[src/assert_macros.svh]
`ifndef ASSERT_MACROS_SVH
`define ASSERT_MACROS_SVH

// same-cycle implication
`define CHK_IMPL(label, clk_s, rstn_s, ante, cons, msg) \
  label: assert property (@(posedge clk_s) disable iff (!rstn_s) (ante) |-> (cons)) \
    else $error(msg);

// next-cycle implication
`define CHK_NEXT(label, clk_s, rstn_s, ante, cons, msg) \
  label: assert property (@(posedge clk_s) disable iff (!rstn_s) (ante) |=> (cons)) \
    else $error(msg);

`endif

[src/met_pkg.sv]
package met_pkg;

  localparam int unsigned FRAC = 28;

  localparam logic [2:0] REG_X_LEFT      = 3'd0;
  localparam logic [2:0] REG_Y_TOP       = 3'd1;
  localparam logic [2:0] REG_X_RIGHT     = 3'd2;
  localparam logic [2:0] REG_IMAGE_WIDTH = 3'd3;
  localparam logic [2:0] REG_MAX_ITER    = 3'd4;

  localparam logic signed [31:0] X_LEFT_RST  = -32'sd671088640;
  localparam logic signed [31:0] Y_TOP_RST   = 32'sd402653184;
  localparam logic signed [31:0] X_RIGHT_RST = 32'sd268435456;
  localparam logic [10:0]        WIDTH_RST   = 11'd640;
  localparam logic [15:0]        ITER_RST    = 16'd256;

  typedef enum logic [3:0] {
    CMD_NONE,
    CMD_LOAD,
    CMD_STEP,
    CMD_MULC,
    CMD_CXY,
    CMD_PRE1,
    CMD_PRE2,
    CMD_PRE3,
    CMD_INIT,
    CMD_ITMUL,
    CMD_ITUPD,
    CMD_FIN_LIM,
    CMD_FIN_IT
  } cmd_t;

  typedef enum logic [3:0] {
    S_IDLE,
    S_DIV,
    S_STEP,
    S_MULC,
    S_CXY,
    S_PRE1,
    S_PRE2,
    S_PRE3,
    S_PRE4,
    S_ITM,
    S_ITA
  } state_t;

  typedef struct packed {
    logic div_done;
    logic set_hit;
    logic it_limit;
    logic escaped;
    logic fixed;
  } stat_t;

endpackage

[src/met_ctrl.sv]
module met_ctrl import met_pkg::*; (
  input  logic  clk,
  input  logic  rst_n,
  input  logic  start_i,
  input  stat_t stat_i,
  output cmd_t  cmd_o,
  output logic  busy_o
);

  state_t state_r, state_nxt;

  always_ff @(posedge clk) begin
    if (!rst_n) begin
      state_r <= S_IDLE;
    end else begin
      state_r <= state_nxt;
    end
  end

  always_comb begin
    state_nxt = state_r;
    cmd_o     = CMD_NONE;
    unique case (state_r)
      S_IDLE: begin
        if (start_i) begin
          cmd_o     = CMD_LOAD;
          state_nxt = S_DIV;
        end
      end
      S_DIV: begin
        if (stat_i.div_done) begin
          state_nxt = S_STEP;
        end
      end
      S_STEP: begin
        cmd_o     = CMD_STEP;
        state_nxt = S_MULC;
      end
      S_MULC: begin
        cmd_o     = CMD_MULC;
        state_nxt = S_CXY;
      end
      S_CXY: begin
        cmd_o     = CMD_CXY;
        state_nxt = S_PRE1;
      end
      S_PRE1: begin
        cmd_o     = CMD_PRE1;
        state_nxt = S_PRE2;
      end
      S_PRE2: begin
        cmd_o     = CMD_PRE2;
        state_nxt = S_PRE3;
      end
      S_PRE3: begin
        cmd_o     = CMD_PRE3;
        state_nxt = S_PRE4;
      end
      S_PRE4: begin
        if (stat_i.set_hit) begin
          cmd_o     = CMD_FIN_LIM;
          state_nxt = S_IDLE;
        end else begin
          cmd_o     = CMD_INIT;
          state_nxt = S_ITM;
        end
      end
      S_ITM: begin
        if (stat_i.it_limit) begin
          cmd_o     = CMD_FIN_IT;
          state_nxt = S_IDLE;
        end else begin
          cmd_o     = CMD_ITMUL;
          state_nxt = S_ITA;
        end
      end
      S_ITA: begin
        if (stat_i.escaped) begin
          cmd_o     = CMD_FIN_IT;
          state_nxt = S_IDLE;
        end else if (stat_i.fixed) begin
          cmd_o     = CMD_FIN_LIM;
          state_nxt = S_IDLE;
        end else begin
          cmd_o     = CMD_ITUPD;
          state_nxt = S_ITM;
        end
      end
      default: begin
        state_nxt = S_IDLE;
      end
    endcase
  end

  assign busy_o = (state_r != S_IDLE);

endmodule

[config.mk]
export PLATFORM = sky130hd
export DESIGN_NAME = met_ctrl
export DESIGN_NICKNAME = d
export VERILOG_FILES = /design/src/assert_macros.svh /design/src/met_pkg.sv /design/src/met_ctrl.sv
export SDC_FILE = /design/constraint.sdc
export NUM_CORES = 1
export LEC_CHECK = 0
export BUFFER_PORTS_ARGS = -buffer_cell sky130_fd_sc_hd__clkbuf_2
export CAP_MARGIN = 20
export CORE_MARGIN = 4
export CORE_UTILIZATION = 25
export CTS_CLUSTER_SIZE = 20
export DETAILED_ROUTE_END_ITERATION = 8
export MAX_ROUTING_LAYER = met4
export PLACE_DENSITY = 0.47
export SKIP_LAST_GASP = 1
export SLEW_MARGIN = 5
export SYNTH_ARGS = -nofsm -noshare
export SYNTH_HDL_FRONTEND = slang
export SYNTH_SLANG_ARGS = --single-unit
[constraint.sdc]
create_clock -name clk -period 1.8 [get_ports clk]
set_clock_uncertainty 0.15 [all_clocks]
set_input_delay 0.36 -clock clk [delete_from_list [all_inputs] [get_ports clk]]
set_output_delay 0.36 -clock clk [all_outputs]
set_load 0.01 [all_outputs]
==> flow_summary.yaml, run 1 <==
worst_setup_path:
  cp_max_fo: 7
  critical_path_required_ns: 1.29
  cp-start-kind: "flip-flop"
  critPathArrivalTime_ns: 1.28
  path_class: "flip-flop to output pin"
  cp-end-kind: "output pin"
pwr:
  p_comb_frac: 0.348
  clkPwrFrac: 0.340
  power_leakage_nw: 0.274
  power_density_mw_per_mm2: 500
  p_sw_frac: 0.302
  total_power_mw: 0.331
  peakVddDrop_mv: 0.234
  internal_power_mw: 0.231
  switchingPower_mw: 0.100
  seqPwrFrac: 0.312
hold_path:
  hold_class: "input port to flip-flop"
floorplan:
  initial_utilization: 0.268
  core_sq_mm: 0.00152
  dieArea_sq_mm: 0.00234
  chipHeight_um: 48.4
  rows: 14
  die_x_um: 48.4
  ios: 13
detailed_routing:
  route.met2.wl_um: 593
  num_vias: 479
  first_iter_violations: 6
  met1_length_um: 559
  highest_layer: "met3"
  route.final.wire_length_mm: 1.19
  dr_wl_met3_um: 35
  drc: 0
  dr.pass1.iters: 2
  ant_nets: 0
  via_per_inst: 5.21
  avgRoutedWirePerCell_um: 12.9
synth:
  synth-seq-cells: 4
  synth_fp_nets: 59
  synthCells: 51
  ys_seq_area_frac: 0.196
  synth.top_cell.area_share: 0.196
  synth_area_leader_cell: "dfxtp_1"
  netlist_area_sq_um: 408
  syn_area_per_cell_sq_um: 8.00
  yosysWarnings: 0
  synth.distinct_cells: 31
  ys_top_cells_by_area: "dfxtp_1, buf_2, nand2b_1, a21oi_1, o21ai_1"
timing:
  rsz0062_at_grt: "true"
  tns_ns: 0
  max_freq_ghz: 0.558
  setup_viol: 0
  period_needed_ns: 1.79
  finalCritPeriodShare: 0.996
  drv_slew: 0
  hold_viol: 0
  tightest_slew_ns: 0.218
  relSlewSlack: 0.854
global_route:
  overflow: 0
  grt_pass1_wl_mm: 1.88
  antenna_found_initial: 0
  grt_start_max_net_pins: 12
  grt_usage: 0.101
  grt_pass1_vias: 439
run_status:
  status: "finished, final reports clean"
flow_run:
  maxCapViolCount: 0
clock_network:
  cts-hold-fix-buffers: 0
  path_clk_slew_ns: 0.04
  cts_made_buffers: 3
  cts.path.max_buffers: 2
  tritoncts: "done"
  htreeDepth: 1
  cts_root_buf: "clkbuf_4"
  clk_latency_ns: 0.24
  cts_sinks: 4
cells_and_area:
  syn2layout_area_growth_pct: 62.6
  layout_common_cells: "buf_4, clkbuf_2, nand2_1, dfxtp_4"
  drive_above_1_share: 0.579
  top_regs: "state_r: 4 flops"
  mostFrequentLayoutCell: "buf_4"
  n_antenna_cell: 0
  largest_reg_flops: 4
  nets: 86
  regMostFlops: "state_r"
place:
  numPortBuffers: 12
  gp_congestion: 0.739
  place_hpwl_um: 777
## per-stage QoR
stage                     cells  setup slack (ns)  instance area (sq um)  hold slack (ns)   util
after floorplan              51             0.339                    408            0.342      -
after global placement       82            0.0858                    520            0.496  0.342
after detailed placement     82             0.134                    520            0.491  0.342
after CTS                    89          -0.00839                    587            0.232  0.385
after global routing         92           -0.0512                    663            0.252  0.435
final                        92           0.00727                    663            0.240  0.435
## path summary, 6_finish.rpt
check             slack, ns                     from                 endpoint  cells after the start
setup / recovery      0.007  state_r[0]$_SDFFE_PN0P_                   busy_o                      2
hold / removal         0.24                    rst_n  state_r[1]$_SDFFE_PN0P_                      3
setup reg to reg       0.23  state_r[0]$_SDFFE_PN0P_  state_r[3]$_SDFFE_PN0P_                      4
hold reg to reg        0.49  state_r[1]$_SDFFE_PN0P_  state_r[1]$_SDFFE_PN0P_                      3
## cells in the mapped netlist, drive strengths merged
library cell and n:
nand2b 3, and3b 1, inv 1, o211ai 3
buf 4, a21oi 3, a2bb2oi 1, o31ai 2
xor2 1, o311ai 1, nor2 2, nor3 1
or3 1, a221oi 1, a32oi 1, nor4b 1
mux2 1, nor3b 3, dfxtp 4, o21ai 5
o21bai 1, a32o 1, nand2 4, or4 1
o21ba 1, nor2b 3
## layer usage
layer	vias up	global-route usage
li1	247	-
met1	223	0.125
met2	9	0.159
met3	0	0.0276
met4	0	0.0276
met5	-	-
## area by class of cell
| cell class | count | area, sq um |
|---|---|---|
| inverter | 1 | 3.75 |
| fill | 156 | 861 |
| clock buffer | 3 | 22.5 |
| sequential | 4 | 95.1 |
| timing repair buffer | 26 | 175 |
| tap | 16 | 20.0 |
| multi-input combinational | 42 | 347 |
## what timing repair did
action                     CTS  global route
buffers inserted             4             3
pin swaps                    2             4
gates resized for setup      8            16
hold endpoints to repair     0             0
setup endpoints to repair    4             4
## worst max-delay path, cell delays in order (launching register included)
cell and delay (ns):
dfxtp_4 0.36, or4_4 0.55, buf_6 0.14
## logic make-up after synthesis
group / count (synthesis) / synth area share
AO/OA/AOI/OAI: 20 / 0.356
XOR/XNOR: 1 / 0.0215
flip-flops: 4 / 0.196
multiplexers: 1 / 0.0276
buffers and inverters: 5 / 0.0583
AND/OR/NAND/NOR: 20 / 0.340
## power by group through the flow
| stage | Combinational, mW | Clock [mW] | Sequential [mW] |
|---|---|---|---|
| 2_1_floorplan | 0.0609 | 0 | 0.0990 |
| 3_3_place_gp | 0.0831 | 0 | 0.110 |
| 3_5_place_dp | 0.0829 | 0 | 0.110 |
| 4_1_cts | 0.101 | 0.116 | 0.105 |
| 5_1_grt | 0.126 | 0.118 | 0.106 |
| 6_report | 0.115 | 0.113 | 0.104 |
No activity file was read; power rests on OpenSTA's default activity.
==> inputs of run 2 (changes only) <==
PLACE_DENSITY = unset   (was 0.47)
PLACE_DENSITY_LB_ADDON = 0.05   (was unset)
RECOVER_POWER = 50   (was unset)
==> run 2 against run 1 <==
  * The run now ends with setup timing left
  * Sequential power barely moved
  * Utilization fell by 2.2 points
  * Non-clock buffer count fell by 3
  * Routed wire length rose by 0.84%
  * Register-to-register slack got worse by 0.12 ns
  * Maximum frequency fell by 3.0%
  * Final cell count fell by 3.3%
  * Combinational power fell by 13%
  * Count of clock-buffer cells in the layout did not move
  * Critical path depth rose by 1
  * Critical path type unchanged
==> flow_summary.yaml, run 2 (same netlist as run 1, synthesis figures left out) <==
timing:
  setup_ws_ns: -0.0488
  relSlewSlack: 0.845
  max_freq_ghz: 0.541
  period_needed_ns: 1.85
  tns_ns: -0.0488
  hold_viol: 0
  tightest_slew_ns: 0.229
  finalCritPeriodShare: 1.03
  whs_ns: 0.250
  setup_viol: 1
  rsz0062_at_grt: "true"
  drv_slew: 0
cells_and_area:
  syn2layout_area_growth_pct: 54.3
  layout_common_cells: "clkbuf_2, buf_4, nand2_1, dfxtp_4"
  n_antenna_cell: 0
  top_regs: "state_r: 4 flops"
  largest_reg_flops: 4
  postLayoutCoreUtil: 0.413
  fill_cells: 160
  mostFrequentLayoutCell: "clkbuf_2"
  regMostFlops: "state_r"
  nets: 83
  drive_above_1_share: 0.562
  finalNonFillerCells: 89
worst_setup_path:
  path_buf_inv: 2
  r2r_slack_ns: 0.11
  crit_end: "busy_o"
  cp-start-kind: "flip-flop"
  critPathArrivalTime_ns: 1.34
  crit_family: "simple AND/OR/NAND/NOR gates"
  ff2ff_path_depth: 5
  r2r_end: "state_r[3]$_SDFFE_PN0P_"
  cp-end-kind: "output pin"
  reg2reg_from: "state_r[3]$_SDFFE_PN0P_"
  critical_path_required_ns: 1.29
  cp_max_fo: 7
  cp_slowest_cell: "or4_4"
  path_class: "flip-flop to output pin"
  cpPeakStageDelay_ns: 0.48
  crit_path_start: "state_r[3]$_SDFFE_PN0P_"
  cp_num_cells: 3
  crit_chain: "buf_8, or4_4, buf_6"
global_route:
  grt_pass1_wl_mm: 1.81
  overflow: 0
  grt_start_max_net_pins: 15
  grt_usage: 0.0981
  antenna_found_initial: 0
  grt_pass1_vias: 431
detailed_routing:
  route.final.wire_length_mm: 1.20
  num_vias: 464
  first_iter_violations: 7
  via_per_inst: 5.21
  ant_nets: 0
  drc: 0
  avgRoutedWirePerCell_um: 13.5
  dr.pass1.iters: 4
clock_network:
  cts.path.max_buffers: 2
  cts_sinks: 4
  clk_latency_ns: 0.22
  htreeDepth: 1
  cts_root_buf: "clkbuf_4"
  tritoncts: "done"
  cts-hold-fix-buffers: 0
  cts_made_buffers: 3
  path_clk_slew_ns: 0.04
floorplan:
  die_x_um: 48.4
  chipHeight_um: 48.4
  ios: 13
  initial_utilization: 0.268
  rows: 14
  dieArea_sq_mm: 0.00234
  core_sq_mm: 0.00152
hold_path:
  holdPathStages: 3
  hp-start: "rst_n"
  hold_class: "input port to flip-flop"
pwr:
  peakVddDrop_mv: 0.262
  power_leakage_nw: 0.256
  power_density_mw_per_mm2: 496
  seqPwrFrac: 0.344
  clkPwrFrac: 0.336
  p_sw_frac: 0.291
  switchingPower_mw: 0.0909
  p_comb_frac: 0.319
  internal_power_mw: 0.221
place:
  place_hpwl_um: 805
  dp_cells: 80
  numPortBuffers: 12
  gp_congestion: 0.702
flow_run:
  maxCapViolCount: 0
run_status:
  status: "finished, violations left"
  violations: "setup timing"
## run 2: stage by stage
step,area [sq um],power [mW],setup slack [ns]
after global placement,505,0.194,0.0865
after global routing,629,0.338,-0.0735
after floorplan,408,0.160,0.339
after CTS,533,0.302,-0.0573
after detailed placement,505,0.192,0.119
final,629,0.312,-0.0488
## run 2: area by class of cell
type,instances,area [sq um],area share
multi-input combinational,42,330,0.525
tap,16,20.0,0.0318
timing repair buffer,23,158,0.250
clock buffer,3,22.5,0.0358
sequential,4,95.1,0.151
inverter,1,3.75,0.00596
## run 2: how the worst min path moves through the flow
| stage | to | slack, ns |
|---|---|---|
| after floorplan | state_r[1]$_SDFFE_PN0P_ | 0.34 |
| after global placement | state_r[1]$_SDFFE_PN0P_ | 0.49 |
| after detailed placement | state_r[1]$_SDFFE_PN0P_ | 0.49 |
| after CTS | state_r[1]$_SDFFE_PN0P_ | 0.24 |
| after global routing | state_r[2]$_SDFFE_PN0P_ | 0.25 |
| final | state_r[0]$_SDFFE_PN0P_ | 0.25 |
## run 2: worst register-to-register path: cells and delay by family, from the launching register on
kind | cells | cell delay [ns]
and+or+nand+nor | 1 | 0.48
AOI/OAI and AO/OA | 2 | 0.29
buffers and inverters | 2 | 0.28
DFF | 1 | 0.36
## run 2: power groups by stage
stage               clock [mW]  combinational, mW  sequential (mW)
global placement             0             0.0833            0.111
CTS                      0.110             0.0817            0.110
floorplan                    0             0.0609           0.0990
finish                   0.105             0.0997            0.107
detailed placement           0             0.0816            0.111
global route             0.119              0.110            0.109
## run 2: per-layer routing
metal	vias up	part of all wire	global-route usage	wire length, um
met1	213	0.46	0.125	556
met2	11	0.50	0.137	602
met4	0	0	0.0645	0
li1	240	-	-	-
met3	0	0.033	0.0215	39
met5	-	0	-	0
## run 2: repair_timing
item,CTS,global route
pin swaps,0,2
gates resized for setup,4,16
setup endpoints to repair,4,4
buffers inserted,0,6
